<file path="config.mk">
export PLATFORM = sky130hd
export DESIGN_NAME = half_float_alu_core
export DESIGN_NICKNAME = d
export VERILOG_FILES = /design/src/design/hfa_pkg.sv /design/src/design/half_float_alu_core.sv
export SDC_FILE = /design/constraint.sdc
export NUM_CORES = 1
export LEC_CHECK = 0
export BUFFER_PORTS_ARGS = -buffer_cell sky130_fd_sc_hd__buf_2
export CORE_UTILIZATION = 40
export DETAILED_ROUTE_END_ITERATION = 10
export SLEW_MARGIN = 40
export SYNTH_ARGS = -nofsm -noshare
export SYNTH_HDL_FRONTEND = slang
export SYNTH_SLANG_ARGS = --single-unit
</file>
<file path="constraint.sdc">
create_clock -name i_clk -period 12 [get_ports i_clk]
set_input_delay 1.8 -clock i_clk [delete_from_list [all_inputs] [get_ports i_clk]]
set_output_delay 1.8 -clock i_clk [all_outputs]
set_load 0.005 [all_outputs]
</file>
<file path="src/design/hfa_pkg.sv">
// Package for the half-precision arithmetic unit: command codes, compare codes
// and binary16 constants. No dependencies.
`timescale 1ns / 1ps
`default_nettype none
package hfa_pkg;
    typedef enum logic [2:0] {
        CMD_ADD  = 3'd0,
        CMD_MUL2 = 3'd1,
        CMD_DIV2 = 3'd2,
        CMD_NEG  = 3'd3,
        CMD_CMP  = 3'd4
    } t_cmd;

    typedef enum logic [1:0] {
        ORD_LESS  = 2'd0,
        ORD_EQUAL = 2'd1,
        ORD_GREATER = 2'd2,
        ORD_UNORDERED = 2'd3
    } t_order;

    localparam logic [15:0] SIGN_BIT  = 16'h8000;
    localparam logic [15:0] EXP_MASK  = 16'h7C00;
    localparam logic [15:0] MANT_MASK = 16'h03FF;
    localparam logic [15:0] MAG_MASK  = 16'h7FFF;
    localparam logic [15:0] QNAN      = 16'h7E00;
    localparam logic [4:0]  EXP_MAX   = 5'h1F;
endpackage
`default_nettype wire

</file>
<file path="src/design/half_float_alu_core.sv">
// Top level of the half-precision arithmetic unit: input register, one pass of
// add / scale / negate / compare logic, result register. Depends on hfa_pkg.
//
// Usage: the input channel (i_valid / o_ready) carries one word of command and
// two binary16 operands; the output channel (o_valid / i_ready) returns one
// word holding the binary16 value and a two-bit compare code.
// A word accepted at a clock edge sits in the input register, the arithmetic
// runs combinationally from it, and the result is loaded into the result
// register, from which it appears on the output ports.
// Throughput is one word per cycle while the receiver takes every result. Both
// stages advance together whenever the result register is empty or being
// drained, so a full pipe keeps flowing at one word per clock with no bubbles.
// When the receiver stalls, the result register holds its word and the input
// stage holds too; o_ready falls only when both stages are full and the
// output is not taken. Nothing is lost or repeated.
// Reset (i_rst_n low, synchronous) empties both stages; payload registers
// are not cleared. The unit keeps no state between words.
// The critical path is the adder: alignment shift, 41-bit add, leading-one
// search over the sum and the normalizing shift.
`timescale 1ns / 1ps
`default_nettype none
module half_float_alu_core (
    input  wire logic        i_clk,
    input  wire logic        i_rst_n,
    input  wire logic        i_valid,
    output logic             o_ready,
    input  wire logic [2:0]  i_command,
    input  wire logic [15:0] i_operand_a,
    input  wire logic [15:0] i_operand_b,
    output logic             o_valid,
    input  wire logic        i_ready,
    output logic [15:0]      o_value,
    output logic [1:0]       o_order_code
);
    import hfa_pkg::*;

    logic        r_in_valid, r_out_valid;
    logic [2:0]  r_cmd;
    logic [15:0] r_a, r_b;
    logic [15:0] r_value;
    logic [1:0]  r_code;
    logic        advance;
    logic [15:0] n_value;
    logic [1:0]  n_code;

    // The execute stage moves when the result register can take a word.
    assign advance = !r_out_valid || i_ready;
    assign o_ready = advance || !r_in_valid;

    always_ff @(posedge i_clk) begin
        if (!i_rst_n) begin
            r_in_valid  <= 1'b0;
            r_out_valid <= 1'b0;
        end else begin
            if (o_ready) begin
                r_in_valid <= i_valid;
            end
            if (advance) begin
                r_out_valid <= r_in_valid;
            end
        end
    end

    always_ff @(posedge i_clk) begin
        if (o_ready && i_valid) begin
            r_cmd <= i_command;
            r_a   <= i_operand_a;
            r_b   <= i_operand_b;
        end
        if (advance && r_in_valid) begin
            r_value <= n_value;
            r_code  <= n_code;
        end
    end

    assign o_valid      = r_out_valid;
    assign o_value      = r_value;
    assign o_order_code = r_code;

    // ---------------- Operand decode ----------------
    logic [4:0]  ea, eb;
    logic        sa, sb, nan_a, nan_b, inf_a, inf_b;
    assign sa = r_a[15];
    assign sb = r_b[15];
    assign ea = r_a[14:10];
    assign eb = r_b[14:10];
    assign nan_a = (r_a & MAG_MASK) > EXP_MASK;
    assign nan_b = (r_b & MAG_MASK) > EXP_MASK;
    assign inf_a = (r_a & MAG_MASK) == EXP_MASK;
    assign inf_b = (r_b & MAG_MASK) == EXP_MASK;

    // ---------------- Adder ----------------
    // Each operand becomes an 11-bit significand with an effective exponent
    // (subnormals use exponent one). The larger magnitude is the anchor; the
    // smaller is shifted right with none of its bits lost, because truncation
    // of the exact result needs the exact difference. A 29-bit extension
    // below the significand covers the widest possible exponent gap.
    logic [4:0]  eea, eeb, e_big, e_sml;
    logic [10:0] ma, mb, m_big, m_sml;
    logic        s_big, swap;
    logic [4:0]  dexp;
    logic [40:0] big_w, sml_w, sum_w;
    logic        eff_sub;
    logic [5:0]  lead;
    logic [15:0] add_res;
    logic [40:0] norm;
    logic [6:0]  e_sum, e_res;

    assign eea = (ea == 5'd0) ? 5'd1 : ea;
    assign eeb = (eb == 5'd0) ? 5'd1 : eb;
    assign ma  = {(ea != 5'd0), r_a[9:0]};
    assign mb  = {(eb != 5'd0), r_b[9:0]};
    assign swap  = (r_b[14:0] > r_a[14:0]);
    assign e_big = swap ? eeb : eea;
    assign e_sml = swap ? eea : eeb;
    assign m_big = swap ? mb : ma;
    assign m_sml = swap ? ma : mb;
    assign s_big = swap ? sb : sa;
    assign dexp  = e_big - e_sml;
    assign eff_sub = sa ^ sb;
    // Significands sit at bits [39:29]; bit 40 takes the carry. A shift of
    // up to 29 places keeps every bit of the smaller operand exact.
    assign big_w = {1'b0, m_big, 29'd0};
    assign sml_w = ({1'b0, m_sml, 29'd0}) >> dexp;
    assign sum_w = eff_sub ? (big_w - sml_w) : (big_w + sml_w);

    always_comb begin
        lead = 6'd0;
        for (int i = 0; i < 41; i++) begin
            if (sum_w[i]) begin
                lead = 6'(i);
            end
        end
    end

    assign e_sum = {2'b0, e_big} + {1'b0, lead};

    // Leading one at bit 39 means exponent e_big. Result exponent is
    // e_big + lead - 39; below one the value is subnormal.
    always_comb begin
        add_res = 16'd0;
        norm    = 41'd0;
        e_res   = 7'd0;
        if (nan_a || nan_b) begin
            add_res = QNAN;
        end else if (inf_a && inf_b) begin
            add_res = (sa == sb) ? r_a : QNAN;
        end else if (inf_a) begin
            add_res = r_a;
        end else if (inf_b) begin
            add_res = r_b;
        end else if (sum_w == 41'd0) begin
            add_res = {sa & sb, 15'd0};
        end else if (e_sum > 7'd39) begin
            e_res = e_sum - 7'd39;
            norm  = sum_w >> (lead - 6'd10);
            if (e_res >= {2'b0, EXP_MAX}) begin
                add_res = {s_big, EXP_MASK[14:0]};
            end else begin
                add_res = {s_big, e_res[4:0], norm[9:0]};
            end
        end else begin
            // Subnormal: the value in units of the smallest subnormal is
            // sum_w shifted right by 30 - e_big.
            norm    = sum_w >> (6'd30 - {1'b0, e_big});
            add_res = {s_big, norm[14:0]};
        end
    end

    // ---------------- Scaling ----------------
    logic [15:0] mul_res, div_res;
    logic [4:0]  ea_p1, ea_m1;
    assign ea_p1 = ea + 5'd1;
    assign ea_m1 = ea - 5'd1;

    always_comb begin
        if (ea == EXP_MAX) begin
            mul_res = r_a;
        end else if (ea == 5'd0) begin
            mul_res = {sa, r_a[13:0], 1'b0};
        end else if (ea_p1 == EXP_MAX) begin
            mul_res = {sa, EXP_MASK[14:0]};
        end else begin
            mul_res = {sa, ea_p1, r_a[9:0]};
        end
    end

    always_comb begin
        if (ea == EXP_MAX) begin
            div_res = r_a;
        end else if (ea <= 5'd1) begin
            div_res = {sa, 1'b0, r_a[14:1]};
        end else begin
            div_res = {sa, ea_m1, r_a[9:0]};
        end
    end

    // ---------------- Compare ----------------
    logic [16:0] ka, kb;
    logic [1:0]  cmp_res;
    assign ka = sa ? (17'h08000 - {2'b0, r_a[14:0]}) : (17'h08000 + {2'b0, r_a[14:0]});
    assign kb = sb ? (17'h08000 - {2'b0, r_b[14:0]}) : (17'h08000 + {2'b0, r_b[14:0]});
    always_comb begin
        if (nan_a || nan_b) begin
            cmp_res = ORD_UNORDERED;
        end else if (ka < kb) begin
            cmp_res = ORD_LESS;
        end else if (ka == kb) begin
            cmp_res = ORD_EQUAL;
        end else begin
            cmp_res = ORD_GREATER;
        end
    end

    // ---------------- Result select ----------------
    always_comb begin
        n_value = 16'd0;
        n_code  = 2'd0;
        unique case (r_cmd)
            CMD_ADD:  n_value = add_res;
            CMD_MUL2: n_value = mul_res;
            CMD_DIV2: n_value = div_res;
            CMD_NEG:  n_value = r_a ^ SIGN_BIT;
            CMD_CMP:  n_code  = cmp_res;
            default: begin
                n_value = 16'd0;
                n_code  = 2'd0;
            end
        endcase
    end

    // ---------------- Assertions ----------------
    a_code_only_cmp: assert property (@(posedge i_clk) disable iff (!i_rst_n)
        (advance && r_in_valid && r_cmd != CMD_CMP) |=> (r_code == 2'd0))
        else $error("order code set for a non-compare command");
    a_value_zero_cmp: assert property (@(posedge i_clk) disable iff (!i_rst_n)
        (advance && r_in_valid && r_cmd == CMD_CMP) |=> (r_value == 16'd0))
        else $error("value not zero for compare");
    a_hold_stall: assert property (@(posedge i_clk) disable iff (!i_rst_n)
        (r_out_valid && !i_ready) |=> (r_out_valid && $stable(r_value)))
        else $error("result changed while stalled");
    a_ready_free: assert property (@(posedge i_clk) disable iff (!i_rst_n)
        (!r_in_valid || !r_out_valid) |-> o_ready)
        else $error("ready low with room in the pipe");
endmodule
`default_nettype wire

</file>
; After elaboration in Yosys (flattened, before gate mapping)
; Cells that the tools add are included.
; W data, S select, Z words.
[word_totals]
register_bits = 55
out_inout_bits = 20
[op_classes]
add_sub_neg = 13
order_cmp = 7
eq_ne = 10
n_shift = 3
n_mux = 67
bitwise = 3
reduce_logical = 14
[op_table]
columns = operator, n
row1 = $mux W6, 39
row2 = $mux W15, 7
row3 = $mux W16, 6
row4 = $pmux W16 S4, 1
row5 = $add A40 B41 Y41, 1
row6 = $logic_not A41 Y1, 1
row7 = $mux W41, 1
row8 = $shr A40 B5 Y41, 1
row9 = $shr A41 B6 Y10, 1
row10 = $shr A41 B6 Y15, 1
row11 = $sub A40 B41 Y41, 1
row12 = $add A16 B15 Y17 const A, 2
row13 = $mux W17, 2
row14 = $sub A16 B15 Y17 const A, 2
row15 = $eq A15 B15 Y1 const B, 2
row16 = $gt A15 B15 Y1 const B, 2
row17 = $mux W11, 2
row18 = $mux W5, 4
row19 = $eq A17 B17 Y1, 1
row20 = $lt A17 B17 Y1, 1
row21 = $gt A15 B15 Y1, 1
row22 = $eq A5 B5 Y1 const B, 2
row23 = $logic_not A5 Y1, 2
row24 = $reduce_bool A5 Y1, 2
row25 = other kinds (23), 32

; Longest topological paths before layout
; Gate-level depths: netlist of the first run.
[depth]
word_depth = 58
ltp_mapped = 62

; Least setup slack after synthesis of the first run
; OpenSTA, ideal clock, no wires.
[synth_timing]
path_kind = reg-to-reg
start = reg r_a[10]
end = reg r_value[9], in the netlist o_value[9] (data pin)
t_arrival_ns = 11.396
required_ns = 11.820
setup_slack_ns = 0.424
path_stages_with_launch = 55
path_buffers = 8
synth_period_minus_slack_ns = 11.576
cell_sequence = edfxtp_1 clkbuf_1 inv_1 ha_1 and4_1 and4_1 buf_6 buf_6 a21oi_1 o31a_1 clkbuf_1 clkinv_1 buf_1 clkbuf_1 ha_1 fa_1 xnor2_1 clkbuf_1 [... 19 more ...] o21a_1 nor2_1 inv_2 buf_1 ha_1 fa_1 a21oi_1 nor2_1 nor2_1 xnor2_1 nor2_1 or3_1 o21ai_1 nor3b_2 and2_1 nand3_1 a2111o_1 o311ai_1
[synth_via]
elab_chain_len = 58
elab_cells_between_ends = 83
cone_classes = 8 x add/sub / 5 x order compare / 3 x eq/ne / 3 x shift / 59 x mux / 5 x reduce/logical
[synth_lines]
columns = item, line
row1 = "start, declared", half_float_alu_core.sv:39  ; logic [15:0] r_a, r_b;
row2 = "start signal, assigned", half_float_alu_core.sv:67  ; r_a <= i_operand_a;
row3 = branches (longest 57 deep; another with $add A40 B41 Y41), n/a
row4 = $pmux W16 S4 *, half_float_alu_core.sv:219  ; unique case (r_cmd)
row5 = named net n_value[9], half_float_alu_core.sv:43  ; logic [15:0] n_value;
row6 = "end signal, assigned", half_float_alu_core.sv:71  ; r_value <= n_value;
row7 = "end, declared", half_float_alu_core.sv:40  ; logic [15:0] r_value;
; Mark *: on every way through the listed nets, which the timed path passes.
; A chain may end at the register's enable or synchronous reset.

; Final worst setup path of the first run
[layout_timing]
start = reg r_b[14]
end = reg r_value[6], in the netlist o_value[6] (data pin)
[layout_via]
elab_chain_len = 58
elab_cells_between_ends = 74
cone_classes = 7 x add/sub / 4 x order compare / 1 x eq/ne / 3 x shift / 54 x mux / 5 x reduce/logical
[layout_lines]
columns = item, line
row1 = "start, declared", half_float_alu_core.sv:39
row2 = "start signal, assigned", half_float_alu_core.sv:68  ; r_b <= i_operand_b;
row3 = branches (longest 56 deep; another with $add A40 B41 Y41), n/a
row4 = $mux W16 *, half_float_alu_core.sv:144  ; if (nan_a || nan_b) begin
row5 = $pmux W16 S4 *, half_float_alu_core.sv:219
row6 = named net n_value[6], half_float_alu_core.sv:43
; Marked as above.

==> run metrics, run 1 <==
leak pwr 5.919 nW; Die Y 186.6 microns; Avg WL per Cell 24.10 microns; max frequency 0.09039 GHz; drt total wl 57730 microns; dominant synthesized flop cell edfxtp_1; placed cell area 0.01477 sq mm; core area 0.03353 sq mm; final worst-path cycle share 92.19%; Least-Margin Pin Slew 0.9412 ns; PortBufs 58; Synth Net Count 2016; CP arrival 11.12 ns; vias in the first global route 14660; H-tree Lvls 2; multi-input logic area 0.01126 sq mm; cell area after synthesis 0.01364 sq mm; CP max stage delay 0.70 ns; Clock Path Buffers 2; power per cell area 314.6 mW/mm^2; initial antenna violation count 0; Inserted Clock Buffers 5; Yosys top cell by area edfxtp_1; final antenna-violating net count 0; Nets 2065; cell area after layout 0.01507 sq mm; most instantiated cells after synthesis 210 x nand2_1, 188 x nor2_1, 135 x o21ai_0; Clock Skew 0.006725 ns; Tmin final 11.06 ns; nature of the critical path startpoint flop; Vias/cell 6.558; DRT Pass-1 Iters 7; Area Growth Syn to Fin 10.48%; ys async rst share 0%; clk sinks 55; Initial Utilization 40.67%; CTS tree built; pin count of the biggest net entering global routing 58; ANT cells 0; total gr overflow 0; fillers 3511; Yosys Warn Count 0; VDD IR-drop max 128.2 uV; worst-path fanout max 22; max_cap viols 0; Tightest Hold Check Type flop to flop; Total GRT Usage 32.28%; EDFF count, synth 53; sequential power share 5.1%; Layout Utilization 44.93%; Seq. cell area 0.001632 sq mm; Int Power 1.848 mW; post-synthesis sequential area ratio 11.96%; hpwl dp 45860 microns; initial DRC count 1889; row cnt 67; global placement routability congestion 0.9964; status completed; Combinational Power Share 91.2%; DIE AREA 0.03483 sq mm; Worst-Skew Late Latency 0.31 ns; count of state elements after synthesis 55; Mean Syn Cell Area 7.189 sq um; top-count cell post-synth nand2_1; crit path buf inv count 7; Clock transition at path regs 0.07 ns; Chip Width 186.6 microns; switch share 61.00%; final setup fails 0; first-pass GRT wire length 88310 microns; switching component of the power 2.891 mW; CP Data Required Time 12.06 ns; Yosys top cell area share 11.67%; cells after synthesis 1897; CP max stage cell nor4_1; largest cells by area after synthesis edfxtp_1 12%, ha_1 7.1%, nand2_1 5.8%; Worst setup EP type flop; post-synth cell types 119; Final Hold Violating Endpoints 0; Clock Root Buffer clkbuf_16; layout cells sized above 1 15.56%; CP top delay family compound AO/OA/AOI/OAI gates; critical path type flop to flop; Slew Viols, Final 0; DRC 0; CTS hold repair buffers 0; Crit path top cell by count a21oi_1; DR vias 15707; Clk pwr share 3.6%; Ports 59; Slew headroom 36.59%
==> worst reg2reg max path, delay by kind of cell, from the launching register on <==
kind	cells	cell delay, ns
xor+xnor	2	0.35
flops	1	0.50
simple gates	12	2.87
compound gates	21	3.87
fa+ha+maj	6	2.04
buf+inv	7	1.19
==> cells by family (layout without fill, tap and decap cells) <==
| group | after synthesis | in the layout | share of synthesized area (%) |
|---|---|---|---|
| multiplexers | 109 | 109 | 9.533 |
| AND/OR/NAND/NOR | 700 | 700 | 24.62 |
| XOR/XNOR | 77 | 77 | 5.111 |
| flip-flops | 55 | 55 | 11.96 |
| buffers and inverters | 212 | 261 | 6.414 |
| AO/OA/AOI/OAI | 664 | 665 | 34.86 |
| adder cells (fa/ha/maj) | 80 | 80 | 7.505 |
==> placed cells by master (no fill, tap or decap), types with 16 or more instances in the layout <==
cell	n
nand3_1	67
nand4_1	24
nor2b_1	16
inv_1	77
a21oi_1	122
o211ai_1	49
o21a_1	21
nor3_1	52
and3_1	20
buf_2	60
o22ai_1	17
buf_4	111
mux2_2	24
a31oi_1	19
a211oi_1	25
nor2_1	187
xor2_1	18
o21ai_0	125
edfxtp_1	53
a21o_1	23
o21ai_1	23
xnor2_1	51
mux2i_1	70
nand2_1	209
ha_1	75
nand2b_1	23
==> cell type report <==
cell class                      instances  share of cell area [%]
Clock buffer                            5                  0.8305
Clock inverter                          3                  0.2824
Sequential cell                        55                   10.83
Tap cell                              448                   3.721
Multi-Input combinational cell       1631                   74.71
Inverter                               81                   2.026
Timing Repair Buffer                  172                   7.599
==> path summary, 6_finish.rpt <==
check	from	endpoint	slack, ns	depth (start not counted)
setup / recovery	r_b[14]$_DFFE_PP_	o_value[6]$_DFFE_PP_	0.94	48
hold / removal	r_in_valid$_SDFFE_PN0N_	o_valid$_SDFFE_PN0P_	0.52	1
hold reg to reg	r_in_valid$_SDFFE_PN0N_	o_valid$_SDFFE_PN0P_	0.52	1
setup reg to reg	r_b[14]$_DFFE_PP_	o_value[6]$_DFFE_PP_	0.94	48
==> power by group through the flow <==
| stage | combinational (mW) | clock (mW) | sequential [mW] |
|---|---|---|---|
| after floorplan | 2.82 | 0 | 0.245 |
| after global placement | 4.14 | 0 | 0.247 |
| after detailed placement | 4.12 | 0 | 0.247 |
| after CTS | 4.14 | 0.177 | 0.243 |
| after global routing | 4.62 | 0.181 | 0.245 |
| final | 4.32 | 0.172 | 0.243 |
==> state kept, by name, summed over array words and instances, names as in the netlist <==
register,count
r_a,16
r_b,16
o_value,16
r_cmd,3
o_order_code,2
o_valid,1
r_in_valid,1
==> per-layer routing <==
layer / wire length (microns) / vias to the layer above / GRT usage, %
met4: 2179 / 0 / 12.58
li1: - / 7323 / -
met2: 26090 / 819 / 52.05
met5: 0 / - / 0
met1: 24740 / 7430 / 43.08
met3: 4714 / 135 / 5.003
==> stage by stage <==
step / setup WS [ns] / hold slack (ns) / TNS [ns] / instances / total power [mW]
finish: 0.9374 / 0.5240 / 0 / 2395 / 4.739
global route: -0.02255 / 0.5750 / -0.03963 / 2395 / 5.041
CTS: 0.5693 / 0.5277 / 0 / 2386 / 4.563
detailed placement: 0.6597 / 0.5103 / 0 / 2378 / 4.364
global placement: 0.7500 / 0.4923 / 0 / 2376 / 4.386
floorplan: 0.4238 / 0.4768 / 0 / 1897 / 3.065
==> what timing repair did <==
action,4_1_cts,5_1_grt
setup buffers,0,8
endpoints found under the setup margin,0,14
resized for setup,0,13
Power figures use the tool's default switching activity.
==> inputs of run 2 (changes only) <==
--- a/config.mk
+++ b/config.mk
@@ -6,6 +6,7 @@
 export NUM_CORES = 1
 export LEC_CHECK = 0
 export BUFFER_PORTS_ARGS = -buffer_cell sky130_fd_sc_hd__buf_2
+export CORE_MARGIN = 5
 export CORE_UTILIZATION = 40
 export DETAILED_ROUTE_END_ITERATION = 10
 export SLEW_MARGIN = 40
==> run metrics, run 2 (synthesis gave the netlist of run 1 again) <==
hpwl dp 45660 microns; sequential power share 5.2%; Die Y 194.6 microns; multi-input logic area 0.01129 sq mm; pin count of the biggest net entering global routing 58; Setup WS post-layout 0.7829 ns; Clock Path Buffers 2; Tmin final 11.22 ns; final setup fails 0; Slew Viols, Final 0; Initial Utilization 40.57%; worst reg2reg endpoint o_value[6]$_DFFE_PP_; crit path buf inv count 7; RSZ-0062 raised after global routing false; Vias/cell 6.687; Hold Path Origin r_in_valid$_SDFFE_PN0N_; vias in the first global route 14596; Combinational Power Share 91.6%; Inserted Clock Buffers 5; Clock transition at path regs 0.07 ns; CP max stage delay 0.73 ns; Ports 59; CP top delay family compound AO/OA/AOI/OAI gates; placed cell area 0.01466 sq mm; Final Hold Violating Endpoints 0; row cnt 67; critical path type flop to flop; switch share 61.39%; hold path cells 1; PortBufs 58; final antenna-violating net count 0; Total GRT Usage 28.58%; Worst-Skew Late Latency 0.31 ns; total gr overflow 0; Place WS 0.4765 ns; Seq. cell area 0.001632 sq mm; DR vias 15889; DRT Pass-1 Iters 8; most frequent cells in the layout 210 x nand2_1, 186 x nor2_1, 127 x o21ai_0; hold path endpoint o_valid$_SDFFE_PN0P_; CTS tree built; Area Growth Syn to Fin 9.569%; switching component of the power 2.884 mW; worst-path fanout max 22; Finished Layout Cells 2376; Clock Skew 0.006451 ns; final worst-path cycle share 93.48%; Avg WL per Cell 24.21 microns; Nets 2046; leak pwr 5.830 nW; worst r2r src r_a[8]$_DFFE_PP_; Worst setup EP type flop; drt total wl 57530 microns; CTS hold repair buffers 0; first-pass GRT wire length 87490 microns; initial DRC count 2063; core area 0.03362 sq mm; R2R depth 42; clk sinks 55; max_cap viols 0; Least-Margin Pin Slew 0.8741 ns; placed insts 2360; setup TNS 0 ns; Int Power 1.814 mW; ANT cells 0; status completed; Clock Root Buffer clkbuf_16; global placement routability congestion 1.007; Slew headroom 41.11%; Clk pwr share 3.1%; VDD IR-drop max 114.3 uV; layout cells sized above 1 15.15%; initial antenna violation count 1; total design power 4.697 mW; CP arrival 11.27 ns; H-tree Lvls 2; cell area after layout 0.01494 sq mm; r2r setup slk 0.78 ns; DRC 0; power per cell area 314.4 mW/mm^2; most common cell after layout, fill and taps aside nand2_1; fillers 3538; max frequency 0.08915 GHz; Tightest Hold Check Type flop to flop; DIE AREA 0.03788 sq mm; CP Data Required Time 12.05 ns; CP max stage cell or4_1; nature of the critical path startpoint flop; Chip Width 194.6 microns
run 2: routing by layer:
layer	up-vias	share of wire, %	track usage, %
met5	-	0.092	0
li1	7285	-	-
met3	130	7.9	3.705
met1	7610	44	39.85
met4	2	3.5	8.542
met2	862	45	46.26
run 2: per-stage QoR:
stage / hold WS [ns] / utilization, %
2_1_floorplan: 0.4768 / -
3_3_place_gp: 0.4979 / 43.48
3_5_place_dp: 0.5110 / 43.61
4_1_cts: 0.5327 / 44.04
5_1_grt: 0.5623 / 44.45
6_report: 0.5289 / 44.45
run 2: final cells by class:
class / count / area share, %
clock buffers: 5 / 0.8374
clock inverters: 3 / 0.1340
inverters: 81 / 2.043
multi-input cells: 1630 / 75.54
flip-flops and latches: 55 / 10.92
well taps: 448 / 3.751
repair buffers: 154 / 6.774
run 2: worst register-to-register path, delay by kind of cell (launching register included):
kind / cells / cell delay, ns
AND/OR/NAND/NOR: 10 / 3.30
buffers and inverters: 7 / 1.30
flip-flops: 1 / 0.51
AO/OA/AOI/OAI: 18 / 3.86
XOR/XNOR: 2 / 0.33
adder cells (fa/ha/maj): 5 / 1.69
run 2: timing repair:
action                     4_1_cts  5_1_grt
setup endpoints to repair        0       14
setup buffers                    0        7
resized for setup                0       15
run 2: worst max path at each step:
stage	from	cells after the start	to	slack (ns)
6_report	r_a[8]$_DFFE_PP_	42	o_value[6]$_DFFE_PP_	0.78
5_1_grt	r_a[8]$_DFFE_PP_	47	o_value[9]$_DFFE_PP_	0.008
4_1_cts	r_a[8]$_DFFE_PP_	44	o_value[9]$_DFFE_PP_	0.42
3_5_place_dp	r_a[8]$_DFFE_PP_	44	o_value[9]$_DFFE_PP_	0.48
3_3_place_gp	r_a[8]$_DFFE_PP_	43	o_value[5]$_DFFE_PP_	0.82
2_1_floorplan	r_a[10]$_DFFE_PP_	54	o_value[9]$_DFFE_PP_	0.42
run 2: power by group through the flow:
stage / sequential (mW) / combinational, mW / clock [mW]
2_1_floorplan: 0.245 / 2.82 / 0
3_3_place_gp: 0.250 / 4.09 / 0
3_5_place_dp: 0.250 / 4.09 / 0
4_1_cts: 0.246 / 4.11 / 0.151
5_1_grt: 0.248 / 4.58 / 0.158
6_report: 0.246 / 4.30 / 0.148
==> inputs of run 3 (changes only) <==
--- a/config.mk
+++ b/config.mk
@@ -8,7 +8,9 @@
 export BUFFER_PORTS_ARGS = -buffer_cell sky130_fd_sc_hd__buf_2
 export CORE_MARGIN = 5
 export CORE_UTILIZATION = 40
+export CTS_BUF_LIST = sky130_fd_sc_hd__clkbuf_8
 export DETAILED_ROUTE_END_ITERATION = 10
+export PLACE_DENSITY_LB_ADDON = 0.15
 export SLEW_MARGIN = 40
 export SYNTH_ARGS = -nofsm -noshare
 export SYNTH_HDL_FRONTEND = slang
==> run metrics, run 3 (synthesis gave the netlist of run 1 again) <==
Place WS 0.5045 ns; met1 GRT Util 41.43%; placed cell area 0.01469 sq mm; worst r2r src r_a[8]$_DFFE_PP_; hpwl dp 47370 microns; Crit path top cell by count buf_4; r2r setup slk 0.72 ns; status completed; vias in the first global route 14418; DRC 0; fillers 3550; Slew Viols, Final 0; CTS hold repair buffers 0; PortBufs 58; final worst-path cycle share 94.00%; busiest grt layer met2; row cnt 67; max frequency 0.08866 GHz; Die Y 194.6 microns; RSZ-0062 raised after global routing false; Initial Utilization 40.57%; CP arrival 11.42 ns; Vias/cell 6.578; Slew headroom 33.76%; drt total wl 59230 microns; CTS tree built; Clock transition at path regs 0.11 ns; H-tree Lvls 2; worst reg2reg endpoint o_value[5]$_DFFE_PP_; Avg WL per Cell 24.85 microns; Inserted Clock Buffers 5; Crit. Startpoint r_a[8]$_DFFE_PP_; DR vias 15683; Seq. cell area 0.001632 sq mm; total gr overflow 0; initial antenna violation count 1; DRT Pass-1 Iters 8; VDD IR-drop max 124.0 uV; max_cap viols 0; power per cell area 316.2 mW/mm^2; CP max stage delay 0.72 ns; most common cell after layout, fill and taps aside nand2_1; Hold Path Origin r_in_valid$_SDFFE_PN0N_; CP max stage cell a222oi_1; Least-Margin Pin Slew 0.9686 ns; Final Hold Violating Endpoints 0; pin count of the biggest net entering global routing 68; most frequent cells in the layout 210 x nand2_1, 186 x nor2_1, 126 x o21ai_0; Tmin final 11.28 ns; WHS 0.5186 ns; Clock Skew 0.01614 ns; layout cells sized above 1 15.24%; clk sinks 55; nature of the critical path startpoint flop; R2R depth 38; Ports 59; multi-input logic area 0.01124 sq mm; ANT cells 0; Tightest Hold Check Type flop to flop; final setup fails 0; final antenna-violating net count 0; Chip Width 194.6 microns; first-pass GRT wire length 89690 microns; Area Growth Syn to Fin 9.212%; GR Util met3 4.398%; global placement routability congestion 0.9981; leak pwr 5.825 nW; Worst-Skew Late Latency 0.34 ns; DIE AREA 0.03788 sq mm; cell area after layout 0.01489 sq mm; initial DRC count 1746; Setup WS post-layout 0.7203 ns; Clock Root Buffer clkbuf_8; Worst setup EP type flop; Clock Path Buffers 2; crit path capture o_value[5]$_DFFE_PP_; setup TNS 0 ns; CP Data Required Time 12.14 ns; Nets 2054; met2 global-route usage 47.88%; Total GRT Usage 29.76%; worst-path fanout max 18; critical path type flop to flop; Layout Utilization 44.30%; core area 0.03362 sq mm
==> run 3: area by class of cell <==
type / instances / area share, %
Multi-Input combinational cell: 1630 / 75.46
Clock inverter: 3 / 0.1344
Clock buffer: 5 / 0.4621
Inverter: 81 / 2.050
Tap cell: 448 / 3.764
Sequential cell: 55 / 10.96
Timing Repair Buffer: 162 / 7.175
==> run 3: worst min path at each step <==
stage                                       to  cells past startpoint
after floorplan           o_valid$_SDFFE_PN0P_                      1
after global placement    o_valid$_SDFFE_PN0P_                      1
after detailed placement  o_valid$_SDFFE_PN0P_                      1
after CTS                 o_valid$_SDFFE_PN0P_                      1
after global routing      o_valid$_SDFFE_PN0P_                      1
final                     o_valid$_SDFFE_PN0P_                      1
==> run 3: worst max-delay path: cells and delay by family, from the launching register on <==
family                     cells  cell delay, ns
AOI/OAI and AO/OA             16            4.67
DFF                            1            0.50
buffers and inverters          7            1.36
xor gates and xnor gates       1            0.61
and+or+nand+nor                9            2.45
muxes                          2            0.44
adders and majority gates      3            0.98
==> run 3: metal layers <==
metal	vias up	routed length (microns)	share of wire (%)
met1	7477	26140	44
met4	2	2035	3.4
li1	7310	-	-
met5	-	8	0.014
met2	783	26480	45
met3	111	4575	7.7
==> run 3: what timing repair did <==
action	in CTS	in global routing
setup buffers	0	8
setup endpoints to repair	0	15
resized for setup	0	14
==> run 3: power breakdown <==
| part | internal (mW) | switching [mW] |
|---|---|---|
| registers | 0.233 | 0.0118 |
| logic | 1.49 | 2.86 |
| clock network | 0.0410 | 0.0702 |
==> run 3: per-stage QoR <==
step                instances  total power [mW]
global placement         2367             4.426
finish                   2384             4.709
detailed placement       2368             4.391
floorplan                1897             3.065
global route             2384             5.010
CTS                      2376             4.526
